--- src/design/linear_gain_fade_ramp_defines.svh ---
// ----------------------------------------------------------------------------
// Linear gain fade ramp assertion macros
// Shared concurrent assertion forms for the fade ramp design.
// ----------------------------------------------------------------------------
`ifndef LINEAR_GAIN_FADE_RAMP_DEFINES_SVH
`define LINEAR_GAIN_FADE_RAMP_DEFINES_SVH

// Same-cycle implication, disabled during reset.
`define LGFR_ASSERT_IMPL(label, clk, rst, ante, cons) \
  label: assert property (@(posedge clk) disable iff (rst) (ante) |-> (cons)) \
    else $error("lgfr: same-cycle check failed");

// Next-cycle implication, disabled during reset.
`define LGFR_ASSERT_NEXT(label, clk, rst, ante, cons) \
  label: assert property (@(posedge clk) disable iff (rst) (ante) |=> (cons)) \
    else $error("lgfr: next-cycle check failed");

`endif

--- src/design/lgfr_pkg.sv ---
// ----------------------------------------------------------------------------
// Linear gain fade ramp package
// Mode codes, reset values and parameter defaults shared by the design.
// ----------------------------------------------------------------------------
`timescale 1ns / 1ps

package lgfr_pkg;

  // Default widths.
  localparam int LENGTH_BITS_DEF    = 16;
  localparam int GAIN_FRAC_BITS_DEF = 15;

  // Fixed port widths.
  localparam int FADE_LEN_W = 16;
  localparam int GAIN_OUT_W = 16;

  // Fade length after reset.
  localparam logic [FADE_LEN_W-1:0] FADE_LENGTH_RESET = 16'd256;

  // Fade modes.
  typedef enum logic [1:0] {
    MODE_MUTED    = 2'd0,
    MODE_FADE_IN  = 2'd1,
    MODE_FADE_OUT = 2'd2
  } mode_t;

endpackage

--- src/design/lgfr_div.sv ---
// ----------------------------------------------------------------------------
// Fade ramp serial divider
// Restoring divider, one quotient bit per cycle, for a quotient known to
// fit in QUOT_W bits (dividend below divisor times 2^QUOT_W).
// ----------------------------------------------------------------------------
`timescale 1ns / 1ps

module lgfr_div #(
  parameter int QUOT_W = lgfr_pkg::GAIN_FRAC_BITS_DEF + 1,
  parameter int DEN_W  = lgfr_pkg::LENGTH_BITS_DEF
) (
  input  logic                    clk,
  input  logic                    rst,
  input  logic                    start,
  input  logic [QUOT_W+DEN_W-1:0] dividend,
  input  logic [DEN_W-1:0]        divisor,
  output logic                    done,
  output logic [QUOT_W-1:0]       quotient
);

  import lgfr_pkg::*;

  localparam int CNT_W = $clog2(QUOT_W + 1);

  logic [DEN_W-1:0]  rem;
  logic [DEN_W-1:0]  den;
  logic [QUOT_W-1:0] qsh;
  logic [CNT_W-1:0]  cnt;
  logic [DEN_W:0]    cat;
  logic [DEN_W:0]    trial;

  // One trial subtraction of the divisor from the shifted remainder.
  assign cat   = {rem, qsh[QUOT_W-1]};
  assign trial = cat - {1'b0, den};

  // Step sequencing: the counter holds the quotient bits still to produce.
  always_ff @(posedge clk) begin
    if (rst) begin
      cnt  <= '0;
      done <= 1'b0;
    end else if (start) begin
      cnt  <= CNT_W'(QUOT_W);
      done <= 1'b0;
    end else if (cnt != '0) begin
      cnt  <= cnt - 1'b1;
      done <= (cnt == CNT_W'(1));
    end else begin
      done <= 1'b0;
    end
  end

  // Datapath: the upper dividend bits seed the remainder, the lower bits
  // shift out as the quotient bits shift in.
  always_ff @(posedge clk) begin
    if (start) begin
      rem <= dividend[QUOT_W+DEN_W-1:QUOT_W];
      qsh <= dividend[QUOT_W-1:0];
      den <= divisor;
    end else if (cnt != '0) begin
      if (!trial[DEN_W]) begin
        rem <= trial[DEN_W-1:0];
        qsh <= {qsh[QUOT_W-2:0], 1'b1};
      end else begin
        rem <= cat[DEN_W-1:0];
        qsh <= {qsh[QUOT_W-2:0], 1'b0};
      end
    end
  end

  assign quotient = qsh;

endmodule

--- src/design/linear_gain_fade_ramp.sv ---
// Sequence: a ramping tick passes the EVAL, LOAD, DIV and OUT states, waiting in DIV on
// the bit-serial divider; a settled or zero-length tick passes the EVAL and OUT states only.
// Throughput: one tick at a time; the next tick is taken only once the word of the last one
// is loaded into the output register, and OUT waits while the output is stalled.
// Reset: rst is synchronous, active high; fade length returns to 256 and the ramp is
// muted at zero gain. A fade length write also clears the ramp state.
// ----------------------------------------------------------------------------
// Linear gain fade ramp
// Per-tick gain ramp between zero and unity with a shared serial divider.
// ----------------------------------------------------------------------------
`timescale 1ns / 1ps
`include "linear_gain_fade_ramp_defines.svh"

module linear_gain_fade_ramp #(
  parameter int LENGTH_BITS    = lgfr_pkg::LENGTH_BITS_DEF,
  parameter int GAIN_FRAC_BITS = lgfr_pkg::GAIN_FRAC_BITS_DEF
) (
  input  logic        clk,
  input  logic        rst,
  // Fade length register write.
  input  logic        cfg_valid,
  output logic        cfg_ready,
  input  logic [15:0] cfg_data,
  // Tick in; tdata [1:0] requested_mode, [7:2] zero.
  input  logic        s_axis_tvalid,
  output logic        s_axis_tready,
  input  logic [7:0]  s_axis_tdata,
  // Gain out; tdata [15:0] gain, [16] is_muted, [17] is_full, [23:18] zero.
  output logic        m_axis_tvalid,
  input  logic        m_axis_tready,
  output logic [23:0] m_axis_tdata
);

  import lgfr_pkg::*;

  localparam int LW = LENGTH_BITS;
  localparam int GW = GAIN_FRAC_BITS + 1;
  localparam int PW = GW + LW;
  localparam logic [GW-1:0] UNITY = {1'b1, {GAIN_FRAC_BITS{1'b0}}};

  typedef enum logic [2:0] {
    ST_IDLE,
    ST_EVAL,
    ST_LOAD,
    ST_DIV,
    ST_OUT
  } state_t;

  state_t                state;
  logic [FADE_LEN_W-1:0] fade_length;
  mode_t                 cur_mode;
  mode_t                 req_mode;
  logic [LW-1:0]         pos;
  logic [LW-1:0]         len_eff;
  logic [GW-1:0]         start_gain;
  logic [GW-1:0]         target_gain;
  logic [GW-1:0]         present_gain;
  logic [GW-1:0]         diff;
  logic                  ramp_up;
  logic                  muted_flag;
  logic                  full_flag;
  logic [PW-1:0]         dividend;
  logic                  div_start;
  logic                  div_done;
  logic [GW-1:0]         quotient;
  logic                  in_fire;
  logic                  cfg_fire;

  // Effective length saturates at the position counter range.
  if (LENGTH_BITS >= FADE_LEN_W) begin : g_len_wide
    assign len_eff = LW'(fade_length);
  end else begin : g_len_cap
    assign len_eff = (fade_length > FADE_LEN_W'((1 << LENGTH_BITS) - 1)) ? '1
                                                               : fade_length[LW-1:0];
  end

  // Requested mode decode; the unused code means muted.
  always_comb begin
    unique case (s_axis_tdata[1:0])
      2'd1:    req_mode = MODE_FADE_IN;
      2'd2:    req_mode = MODE_FADE_OUT;
      default: req_mode = MODE_MUTED;
    endcase
  end

  // Handshakes.
  assign cfg_ready     = (state == ST_IDLE);
  assign s_axis_tready = (state == ST_IDLE) && !cfg_valid;
  assign cfg_fire      = cfg_valid && cfg_ready;
  assign in_fire       = s_axis_tvalid && s_axis_tready;

  // Ramp product feeds the divider straight from the registered operands.
  assign div_start = (state == ST_LOAD);
  assign dividend  = {LW'(0), diff} * {GW'(0), pos};

  lgfr_div #(
    .QUOT_W (GW),
    .DEN_W  (LW)
  ) u_div (
    .clk      (clk),
    .rst      (rst),
    .start    (div_start),
    .dividend (dividend),
    .divisor  (len_eff),
    .done     (div_done),
    .quotient (quotient)
  );

  // Sequencer with ramp state and the output register.
  always_ff @(posedge clk) begin
    if (rst) begin
      state         <= ST_IDLE;
      fade_length   <= FADE_LENGTH_RESET;
      cur_mode      <= MODE_MUTED;
      pos           <= '0;
      start_gain    <= '0;
      target_gain   <= '0;
      present_gain  <= '0;
      muted_flag    <= 1'b1;
      full_flag     <= 1'b0;
      m_axis_tvalid <= 1'b0;
    end else begin
      // A taken word clears valid unless a new word is loaded in its place.
      if (m_axis_tvalid && m_axis_tready && state != ST_OUT) begin
        m_axis_tvalid <= 1'b0;
      end
      unique case (state)
        ST_IDLE: begin
          if (cfg_fire) begin
            fade_length  <= cfg_data;
            cur_mode     <= MODE_MUTED;
            pos          <= '0;
            start_gain   <= '0;
            target_gain  <= '0;
            present_gain <= '0;
            muted_flag   <= 1'b1;
            full_flag    <= 1'b0;
          end else if (in_fire) begin
            // A changed request re-arms the ramp from the present gain.
            if (req_mode != cur_mode) begin
              cur_mode    <= req_mode;
              pos         <= '0;
              start_gain  <= present_gain;
              target_gain <= (req_mode == MODE_FADE_IN) ? UNITY : '0;
            end
            state <= ST_EVAL;
          end
        end
        ST_EVAL: begin
          priority if (len_eff == '0) begin
            present_gain <= '0;
            muted_flag   <= 1'b1;
            full_flag    <= 1'b0;
            cur_mode     <= MODE_MUTED;
            state        <= ST_OUT;
          end else if (pos >= len_eff) begin
            // Ramp finished: settle on the target.
            present_gain <= target_gain;
            muted_flag   <= (target_gain == '0);
            full_flag    <= (target_gain != '0);
            cur_mode     <= (target_gain == '0) ? MODE_MUTED : MODE_FADE_IN;
            state        <= ST_OUT;
          end else begin
            ramp_up <= (target_gain >= start_gain);
            diff    <= (target_gain >= start_gain) ? (target_gain - start_gain)
                                                   : (start_gain - target_gain);
            state   <= ST_LOAD;
          end
        end
        ST_LOAD: begin
          state <= ST_DIV;
        end
        ST_DIV: begin
          if (div_done) begin
            present_gain <= ramp_up ? (start_gain + quotient) : (start_gain - quotient);
            pos          <= pos + 1'b1;
            state        <= ST_OUT;
          end
        end
        ST_OUT: begin
          if (!m_axis_tvalid || m_axis_tready) begin
            m_axis_tvalid <= 1'b1;
            m_axis_tdata  <= {6'b0, full_flag, muted_flag, GAIN_OUT_W'(present_gain)};
            state         <= ST_IDLE;
          end
        end
        default: begin
          state <= ST_IDLE;
        end
      endcase
    end
  end

  // Checks on the ramp state and the output handshake.
  `LGFR_ASSERT_IMPL(a_flags_excl, clk, rst, full_flag, !muted_flag)
  `LGFR_ASSERT_NEXT(a_out_hold, clk, rst, m_axis_tvalid && !m_axis_tready, $stable(m_axis_tdata))
  `LGFR_ASSERT_IMPL(a_pos_range, clk, rst, state == ST_LOAD || state == ST_DIV, pos < len_eff)
  `LGFR_ASSERT_NEXT(a_div_to_out, clk, rst, state == ST_DIV && div_done, state == ST_OUT)

endmodule
--- config.mk ---
export PLATFORM = sky130hd
export DESIGN_NAME = linear_gain_fade_ramp
export DESIGN_NICKNAME = d
export VERILOG_FILES = /design/src/design/lgfr_pkg.sv /design/src/design/lgfr_div.sv /design/src/design/linear_gain_fade_ramp.sv
export VERILOG_INCLUDE_DIRS = /design/src /design/src/design
export SDC_FILE = /design/constraint.sdc
export NUM_CORES = 1
export LEC_CHECK = 0
export BUFFER_PORTS_ARGS = -buffer_cell sky130_fd_sc_hd__buf_2
export CAP_MARGIN = 20
export CORE_MARGIN = 5
export CORE_UTILIZATION = 40
export CTS_CLUSTER_SIZE = 20
export DETAILED_ROUTE_END_ITERATION = 6
export GPL_TIMING_DRIVEN = 0
export HOLD_SLACK_MARGIN = 0.02
export PLACE_DENSITY = 0.66
export SKIP_CTS_REPAIR_TIMING = 1
export SYNTH_ARGS = -nofsm -noshare
export SYNTH_HDL_FRONTEND = slang
export SYNTH_SLANG_ARGS = --single-unit
--- constraint.sdc ---
create_clock -name clk -period 16.8 [get_ports clk]
set_clock_uncertainty 0.1 [all_clocks]
set_input_delay 1.68 -clock clk [delete_from_list [all_inputs] [get_ports clk]]
set_output_delay 1.68 -clock clk [all_outputs]
set_load 0.005 [all_outputs]
==> results of run 1 <==
-- cells in the final DEF, fill, tap and decap left out, drive strengths merged, types with 19 or more instances in the layout --
master	n
o211ai	19
nor2	97
ha	158
nor3	32
fa	196
xor2	42
and2	118
dfxtp	79
nand2	262
a21oi	100
nand3	26
a21o	21
xnor2	48
clkbuf	86
o21ai	56
inv	281
edfxtp	83
buf	61
-- how the worst max path moves through the flow --
stage	from	end	depth (start not counted)
final	pos[11]	u_div.rem[14]	22
after global placement	pos[8]	u_div.rem[14]	22
after global routing	pos[8]	u_div.rem[14]	22
after detailed placement	pos[8]	u_div.rem[14]	22
after CTS	pos[12]	u_div.rem[14]	22
after floorplan	pos[12]	u_div.rem[14]	22
-- cell usage after synthesis (all sizes together), types with 19 or more instances --
master,n
a21oi,100
o21ai,56
a21o,21
clkbuf,68
nand3,26
nand2,262
fa,196
and2,118
dfxtp,79
o211ai,19
xnor2,48
inv,276
edfxtp,83
nor3,32
xor2,42
ha,158
nor2,97
-- worst max-delay path, delay by kind of cell, from the launching register on --
| kind | cells | cell delay [ps] |
|---|---|---|
| flip-flops | 1 | 400 |
| AO/OA/AOI/OAI | 6 | 1450 |
| adder cells (fa/ha/maj) | 7 | 3540 |
| XOR/XNOR | 1 | 280 |
| AND/OR/NAND/NOR | 3 | 460 |
| buffers and inverters | 5 | 1210 |
-- metal layers --
| metal | GRT usage, % | vias to the layer above | share of wire (%) | routed length [microns] |
|---|---|---|---|---|
| met5 | 0 | - | 0 | 0 |
| met4 | 4.77 | 0 | 2.0 | 860 |
| met3 | 2.46 | 69 | 6.0 | 2630 |
| met2 | 31.5 | 417 | 47 | 20500 |
| met1 | 25.7 | 6488 | 45 | 19900 |
| li1 | - | 6283 | - | - |
-- logic make-up (layout without fill, tap and decap cells) --
kind of cell,count (synthesis),in the layout
AND/OR/NAND/NOR,612,612
buffers and inverters,361,437
adder cells (fa/ha/maj),354,354
AO/OA/AOI/OAI,292,292
flip-flops,162,162
XOR/XNOR,90,90
multiplexers,14,14
other,1,6
-- where the power goes --
group          switching, mW  internal (mW)
logic                  0.392          0.269
clock network          0.168          0.224
registers             0.0664          0.522
-- registers in the layout, summed over array words and instances (netlist names) --
name and count:
m_axis_tvalid 1, muted_flag 1, u_div.done 1, pos 16, m_axis_tdata 18, state 3, ramp_up 1, full_flag 1
diff 16, target_gain 1, u_div.den 16, present_gain 16, start_gain 16, u_div.cnt 5, u_div.rem 16, u_div.quotient 16
cur_mode 2, fade_length 16
-- metrics by stage --
| step | power, mW | hold WS (ps) |
|---|---|---|
| floorplan | 1.08 | 302 |
| global placement | 1.23 | 341 |
| detailed placement | 1.25 | 345 |
| CTS | 1.64 | 366 |
| global route | 1.74 | 383 |
| finish | 1.64 | 368 |
-- cell type report --
type                       count  area [sq um]
clock inverter                14           153
buffer                        85           388
inverter                     276          1040
sequential                   162          4070
timing repair buffer          44           226
fill                        4175         24000
clock buffer                  18           439
multi-input combinational   1368         11800
tap                          585           732
==> impl_metrics.xml, run 1 <==
<?xml version="1.0" encoding="UTF-8"?>
<metrics>
  <group name="floorplan">
    <metric name="die_width" unit="microns">218</metric>
    <metric name="i_o_pin_count" unit="">56</metric>
    <metric name="die_h" unit="microns">218</metric>
    <metric name="area_of_the_core" unit="sq mm">0.0429</metric>
    <metric name="design.die.area" unit="sq mm">0.0475</metric>
    <metric name="row_count" unit="">76</metric>
    <metric name="initial_core_util" unit="%">40.3</metric>
  </group>
  <group name="final_layout">
    <metric name="final-instance-count-excl-fill" unit="">2552</metric>
    <metric name="finish.instance_area" unit="sq mm">0.0189</metric>
    <metric name="post-route-util" unit="%">44.0</metric>
    <metric name="antennaDiodeCount" unit="">0</metric>
    <metric name="drive_above_1_share" unit="%">6.20</metric>
    <metric name="finalNetCount" unit="">2337</metric>
    <metric name="areaGrowthSynthToFinish" unit="%">9.14</metric>
  </group>
  <group name="place">
    <metric name="place.detailed.hpwl" unit="microns">35900</metric>
    <metric name="io_buffer_count" unit="">43</metric>
    <metric name="dp_worst_setup_slack" unit="ps">9150</metric>
    <metric name="dp_cells" unit="">2520</metric>
    <metric name="dpl_cell_area" unit="sq mm">0.0183</metric>
    <metric name="globalplace.congestion" unit="">0.909</metric>
  </group>
  <group name="setup_path">
    <metric name="critical_path.cell_chain" unit="">clkbuf_1 -&gt; clkbuf_1 -&gt; nand2_1 -&gt; fa_1 -&gt; inv_1 -&gt; fa_1 -&gt; fa_1 -&gt; fa_1 -&gt; fa_1 -&gt; inv_1 -&gt; fa_1 -&gt; inv_1 -&gt; ha_1 -&gt; a21o_1 -&gt; a21o_2 -&gt; a221oi_1 -&gt; nor2_1 -&gt; nor3_1 -&gt; a21oi_1 -&gt; o31ai_1 -&gt; xor2_1 -&gt; a21boi_1</metric>
    <metric name="crit-reg2reg-capture" unit="">u_div.rem[14]</metric>
    <metric name="setup.reg_to_reg.worst_slack" unit="ps">9060</metric>
    <metric name="critical_path_arrival" unit="ps">7810</metric>
    <metric name="critical_path.max_fanout" unit="">10</metric>
    <metric name="reg2regPathDepth" unit="">22</metric>
    <metric name="setup.worst_path.end_class" unit="">flop</metric>
    <metric name="slowest_stage" unit="">sky130_fd_sc_hd__fa_1</metric>
    <metric name="slowest_delay" unit="ps">560</metric>
    <metric name="crit_top_cell" unit="">sky130_fd_sc_hd__fa_1</metric>
    <metric name="worst_setup_path_start_kind" unit="">flop</metric>
    <metric name="worstPathRequired" unit="ps">16870</metric>
    <metric name="critical_path_class" unit="">reg -&gt; reg</metric>
    <metric name="regToRegStartpoint" unit="">pos[11]</metric>
  </group>
  <group name="routing">
    <metric name="drt-initial-drc-count" unit="">755</metric>
    <metric name="drt-total-wl" unit="microns">43800</metric>
    <metric name="detail_route.drc_violations" unit="">0</metric>
    <metric name="antenna_violating_nets_left" unit="">0</metric>
    <metric name="drt_pass1_iterations" unit="">5</metric>
    <metric name="via_count" unit="">13257</metric>
    <metric name="post_drt_wl_per_cell" unit="microns">17.2</metric>
    <metric name="drt-vias-per-instance" unit="">5.19</metric>
  </group>
  <group name="cts">
    <metric name="cts.clk_slew.worst_paths" unit="ps">70</metric>
    <metric name="cts_made_buffers" unit="">17</metric>
    <metric name="cts_root_buffer" unit="">sky130_fd_sc_hd__clkbuf_16</metric>
    <metric name="clock_sinks" unit="">162</metric>
    <metric name="clk-insertion-delay-late" unit="ps">440</metric>
    <metric name="ctsHtreeMaxLevel" unit="">4</metric>
    <metric name="cts_tree" unit="">done</metric>
    <metric name="clock_tree.buffer_depth" unit="">2</metric>
  </group>
  <group name="synth">
    <metric name="synthesis.yosys.warnings" unit="">0</metric>
    <metric name="yosysUniqueCellTypes" unit="">88</metric>
    <metric name="synth_top_family_by_area" unit="">adder cells</metric>
    <metric name="synth_edf_count" unit="">83</metric>
    <metric name="post_synthesis_share_of_cell_area_spent_on_full_adders_half_adders_and_majority_gates" unit="%">34.1</metric>
    <metric name="ys_dominant_reg_cell" unit="">sky130_fd_sc_hd__edfxtp_1</metric>
    <metric name="netlist.area_leader.share" unit="%">22.7</metric>
    <metric name="postSynthRegisterBits" unit="">162</metric>
    <metric name="netlist.top_cell.by_area" unit="">sky130_fd_sc_hd__fa_1</metric>
    <metric name="synth_cells" unit="">1886</metric>
    <metric name="post_synth_and_or_nand_nor_area_fraction" unit="%">16.9</metric>
    <metric name="muxShareOfSynthArea" unit="%">0.854</metric>
    <metric name="synthArstFlopShare" unit="%">0</metric>
    <metric name="avgSynthCellArea" unit="sq um">9.16</metric>
    <metric name="seq_area_frac_synth" unit="%">23.6</metric>
    <metric name="netlist_area" unit="sq mm">0.0173</metric>
    <metric name="synth_xor_xnor_area_share" unit="%">4.61</metric>
    <metric name="area_fraction_in_compound_gates_after_synthesis" unit="%">11.6</metric>
    <metric name="yosys-top-cells-area" unit="">sky130_fd_sc_hd__fa_1, sky130_fd_sc_hd__edfxtp_1, sky130_fd_sc_hd__ha_1</metric>
  </group>
  <group name="timing">
    <metric name="final_hold_vio_count" unit="">0</metric>
    <metric name="final_critical_path_setup_slack" unit="ps">9060</metric>
    <metric name="timing.final.setup_violations" unit="">0</metric>
    <metric name="clock.fmax" unit="MHz">129</metric>
    <metric name="setup_repair_after_global_routing_missed_its_margin" unit="">false</metric>
    <metric name="final_min_period_over_clock_period" unit="%">46.1</metric>
    <metric name="max-slew-margin-rel" unit="%">39.7</metric>
    <metric name="finalSetupTns" unit="ps">0</metric>
    <metric name="pin_slew_with_the_least_headroom_to_its_limit" unit="ps">903</metric>
    <metric name="timing_max_transition_violations_final" unit="">0</metric>
    <metric name="final_period_minus_worst_setup_slack" unit="ps">7740</metric>
  </group>
  <group name="power_and_ir_drop">
    <metric name="leakage" unit="nW">8.67</metric>
    <metric name="powerDensity" unit="mW/mm^2">87.0</metric>
    <metric name="max-vdd-ir-drop" unit="mV">0.136</metric>
  </group>
  <group name="global_routing">
    <metric name="grt_start_max_net_pins" unit="">33</metric>
    <metric name="number_of_global_route_vias_before_repair" unit="">13754</metric>
    <metric name="grt_remaining_overflow" unit="">0</metric>
    <metric name="grt_antenna_before_repair" unit="">0</metric>
    <metric name="grt_pass1_wl" unit="microns">71400</metric>
    <metric name="grt_util_all_layers" unit="%">18.7</metric>
  </group>
  <group name="flow_run">
    <metric name="drv_cap" unit="">0</metric>
  </group>
  <group name="hold_path">
    <metric name="min_path_cells" unit="">0</metric>
    <metric name="hold_wc_path_type" unit="">reg -&gt; reg</metric>
    <metric name="worst_min_path_start" unit="">full_flag</metric>
    <metric name="timing.hold.worst_endpoint" unit="">m_axis_tdata[17]</metric>
  </group>
  <group name="run_status">
    <metric name="outcome" unit="">finished, final reports clean</metric>
  </group>
</metrics>
Power figures use the tool's default switching activity.
==> run 2: changes to the inputs <==
==> constraint.sdc (replaced) <==
create_clock -name clk -period 7.7 [get_ports clk]
set_clock_uncertainty 0.1 [all_clocks]
set_input_delay 0.77 -clock clk [delete_from_list [all_inputs] [get_ports clk]]
set_output_delay 0.77 -clock clk [all_outputs]
set_load 0.005 [all_outputs]
==> impl_metrics.xml, run 2 (synthesized netlist as in run 1, its figures left out) <==
<?xml version="1.0" encoding="UTF-8"?>
<metrics>
  <group name="timing">
    <metric name="timing.final.setup_violations" unit="">0</metric>
    <metric name="final_hold_vio_count" unit="">0</metric>
    <metric name="clock.fmax" unit="MHz">135</metric>
    <metric name="pin_slew_with_the_least_headroom_to_its_limit" unit="ps">911</metric>
    <metric name="timing_max_transition_violations_final" unit="">0</metric>
    <metric name="setup_repair_after_global_routing_missed_its_margin" unit="">false</metric>
    <metric name="max-slew-margin-rel" unit="%">39.2</metric>
    <metric name="final_min_period_over_clock_period" unit="%">96.3</metric>
    <metric name="final_critical_path_setup_slack" unit="ps">282</metric>
    <metric name="final.hold.worst_slack" unit="ps">364</metric>
    <metric name="final_period_minus_worst_setup_slack" unit="ps">7420</metric>
    <metric name="finalSetupTns" unit="ps">0</metric>
  </group>
  <group name="floorplan">
    <metric name="initial_core_util" unit="%">40.3</metric>
    <metric name="die_h" unit="microns">218</metric>
    <metric name="row_count" unit="">76</metric>
    <metric name="design.die.area" unit="sq mm">0.0475</metric>
    <metric name="area_of_the_core" unit="sq mm">0.0429</metric>
    <metric name="die_width" unit="microns">218</metric>
    <metric name="i_o_pin_count" unit="">56</metric>
  </group>
  <group name="setup_path">
    <metric name="crit_top_cell" unit="">sky130_fd_sc_hd__fa_1</metric>
    <metric name="worst_setup_path_start_kind" unit="">flop</metric>
    <metric name="critical_path_arrival" unit="ps">7490</metric>
    <metric name="crit_buf_inv" unit="">4</metric>
    <metric name="setup.worst_path.end_class" unit="">flop</metric>
    <metric name="slowest_stage" unit="">sky130_fd_sc_hd__edfxtp_1</metric>
    <metric name="critical_path.cell_chain" unit="">clkbuf_1 -&gt; nand2_1 -&gt; fa_1 -&gt; inv_1 -&gt; fa_1 -&gt; fa_1 -&gt; fa_1 -&gt; fa_1 -&gt; inv_1 -&gt; fa_1 -&gt; inv_1 -&gt; ha_1 -&gt; a21o_1 -&gt; a21o_2 -&gt; a221oi_1 -&gt; nor2_1 -&gt; nor3_1 -&gt; a21oi_1 -&gt; o31ai_1 -&gt; xor2_1 -&gt; a21boi_1</metric>
    <metric name="slowest_delay" unit="ps">590</metric>
    <metric name="worstPathRequired" unit="ps">7770</metric>
    <metric name="critical_path_class" unit="">reg -&gt; reg</metric>
    <metric name="critical_path.max_fanout" unit="">10</metric>
    <metric name="worst_path_dominant_cell_family" unit="">adder cells</metric>
  </group>
  <group name="place">
    <metric name="io_buffer_count" unit="">43</metric>
    <metric name="dp_worst_setup_slack" unit="ps">53.7</metric>
    <metric name="dp_cells" unit="">2520</metric>
    <metric name="globalplace.congestion" unit="">0.909</metric>
    <metric name="place.detailed.hpwl" unit="microns">35900</metric>
  </group>
  <group name="cts">
    <metric name="clock_tree.buffer_depth" unit="">2</metric>
    <metric name="clk-insertion-delay-late" unit="ps">440</metric>
    <metric name="cts_made_buffers" unit="">17</metric>
    <metric name="cts.clk_slew.worst_paths" unit="ps">70</metric>
    <metric name="cts_root_buffer" unit="">sky130_fd_sc_hd__clkbuf_16</metric>
    <metric name="cts_tree" unit="">done</metric>
    <metric name="ctsHtreeMaxLevel" unit="">4</metric>
    <metric name="clock_sinks" unit="">162</metric>
  </group>
  <group name="final_layout">
    <metric name="final-instance-count-excl-fill" unit="">2549</metric>
    <metric name="areaGrowthSynthToFinish" unit="%">9.17</metric>
    <metric name="largest_reg_flops" unit="">18</metric>
    <metric name="drive_above_1_share" unit="%">6.87</metric>
    <metric name="biggest_register" unit="">m_axis_tdata</metric>
    <metric name="num-fill-cells" unit="">4172</metric>
    <metric name="finalNetCount" unit="">2334</metric>
    <metric name="leading_cell_type_in_the_layout_fill_and_taps_excluded" unit="">sky130_fd_sc_hd__inv_1</metric>
    <metric name="antennaDiodeCount" unit="">0</metric>
    <metric name="most-common-layout-cells" unit="">sky130_fd_sc_hd__inv_1, sky130_fd_sc_hd__nand2_1, sky130_fd_sc_hd__fa_1</metric>
  </group>
  <group name="global_routing">
    <metric name="grt_antenna_before_repair" unit="">0</metric>
    <metric name="grt_start_max_net_pins" unit="">33</metric>
    <metric name="grt_remaining_overflow" unit="">0</metric>
    <metric name="grt_util_all_layers" unit="%">18.7</metric>
    <metric name="grt_pass1_wl" unit="microns">71400</metric>
    <metric name="number_of_global_route_vias_before_repair" unit="">13754</metric>
  </group>
  <group name="routing">
    <metric name="post_drt_wl_per_cell" unit="microns">17.2</metric>
    <metric name="detail_route.drc_violations" unit="">0</metric>
    <metric name="drt_pass1_iterations" unit="">5</metric>
    <metric name="drt-vias-per-instance" unit="">5.19</metric>
    <metric name="antenna_violating_nets_left" unit="">0</metric>
    <metric name="drt-total-wl" unit="microns">43700</metric>
    <metric name="drt-initial-drc-count" unit="">771</metric>
    <metric name="via_count" unit="">13227</metric>
  </group>
  <group name="hold_path">
    <metric name="hold_wc_path_type" unit="">reg -&gt; reg</metric>
  </group>
  <group name="power_and_ir_drop">
    <metric name="leakage" unit="nW">8.71</metric>
    <metric name="max-vdd-ir-drop" unit="mV">0.297</metric>
    <metric name="powerDensity" unit="mW/mm^2">190</metric>
  </group>
  <group name="run_status">
    <metric name="outcome" unit="">finished, final reports clean</metric>
  </group>
  <group name="flow_run">
    <metric name="drv_cap" unit="">0</metric>
  </group>
</metrics>
-- run 2: cell types whose count changed in the layout (fill, tap and decap cells not counted), sizes merged --
cell    before  now
buf         61   59
clkbuf      86   85
-- run 2: report_power, final --
part           internal [mW]  total (mW)  switching [mW]
sequential              1.14        1.28           0.145
combinational          0.587        1.44           0.853
clock                  0.490       0.857           0.367
total                   2.21        3.58            1.37
-- run 2: final timing paths --
kind | from | endpoint | slack [ps] | depth (start not counted)
max | diff[8] | u_div.rem[14] | 280 | 21
min | fade_length[8] | u_div.den[8] | 360 | 0
max reg2reg | diff[8] | u_div.rem[14] | 280 | 21
min reg2reg | fade_length[8] | u_div.den[8] | 360 | 0
-- run 2: layout make-up --
cell class	instances	area, sq um	share of cell area, %
Buffer	82	393	2.08
Clock buffer	18	439	2.33
Clock inverter	14	153	0.809
Inverter	276	1040	5.49
Multi-Input combinational cell	1368	11800	62.6
Sequential cell	162	4070	21.6
Tap cell	585	732	3.88
Timing Repair Buffer	44	226	1.20
-- run 2: through the flow --
step	utilization, %	power, mW	cell area, sq um
after floorplan	-	2.36	17300
after global placement	42.5	2.68	18200
after detailed placement	42.6	2.72	18300
after CTS	44.0	3.58	18900
after global routing	44.0	3.80	18900
final	44.0	3.58	18900
-- run 2: worst reg2reg max path, cell delays in order (launching register included) --
cell,delay [ps]
sky130_fd_sc_hd__edfxtp_1,590
sky130_fd_sc_hd__clkbuf_1,560
sky130_fd_sc_hd__nand2_1,160
sky130_fd_sc_hd__fa_1,550
sky130_fd_sc_hd__inv_1,50
sky130_fd_sc_hd__fa_1,480
sky130_fd_sc_hd__fa_1,530
sky130_fd_sc_hd__fa_1,520
sky130_fd_sc_hd__fa_1,560
sky130_fd_sc_hd__inv_1,60
sky130_fd_sc_hd__fa_1,530
sky130_fd_sc_hd__inv_1,40
sky130_fd_sc_hd__ha_1,370
sky130_fd_sc_hd__a21o_1,210
sky130_fd_sc_hd__a21o_2,210
sky130_fd_sc_hd__a221oi_1,410
sky130_fd_sc_hd__nor2_1,90
sky130_fd_sc_hd__nor3_1,220
sky130_fd_sc_hd__a21oi_1,140
sky130_fd_sc_hd__o31ai_1,360
sky130_fd_sc_hd__xor2_1,280
sky130_fd_sc_hd__a21boi_1,110
-- run 2: metal layers --
layer  up-vias  track usage, %  wire length (microns)
met5         -               0                      0
met4         0            4.77                    821
met3        70            2.46                   2520
met2       427            31.5                  20500
met1      6452            25.7                  19900
li1       6278               -                      -
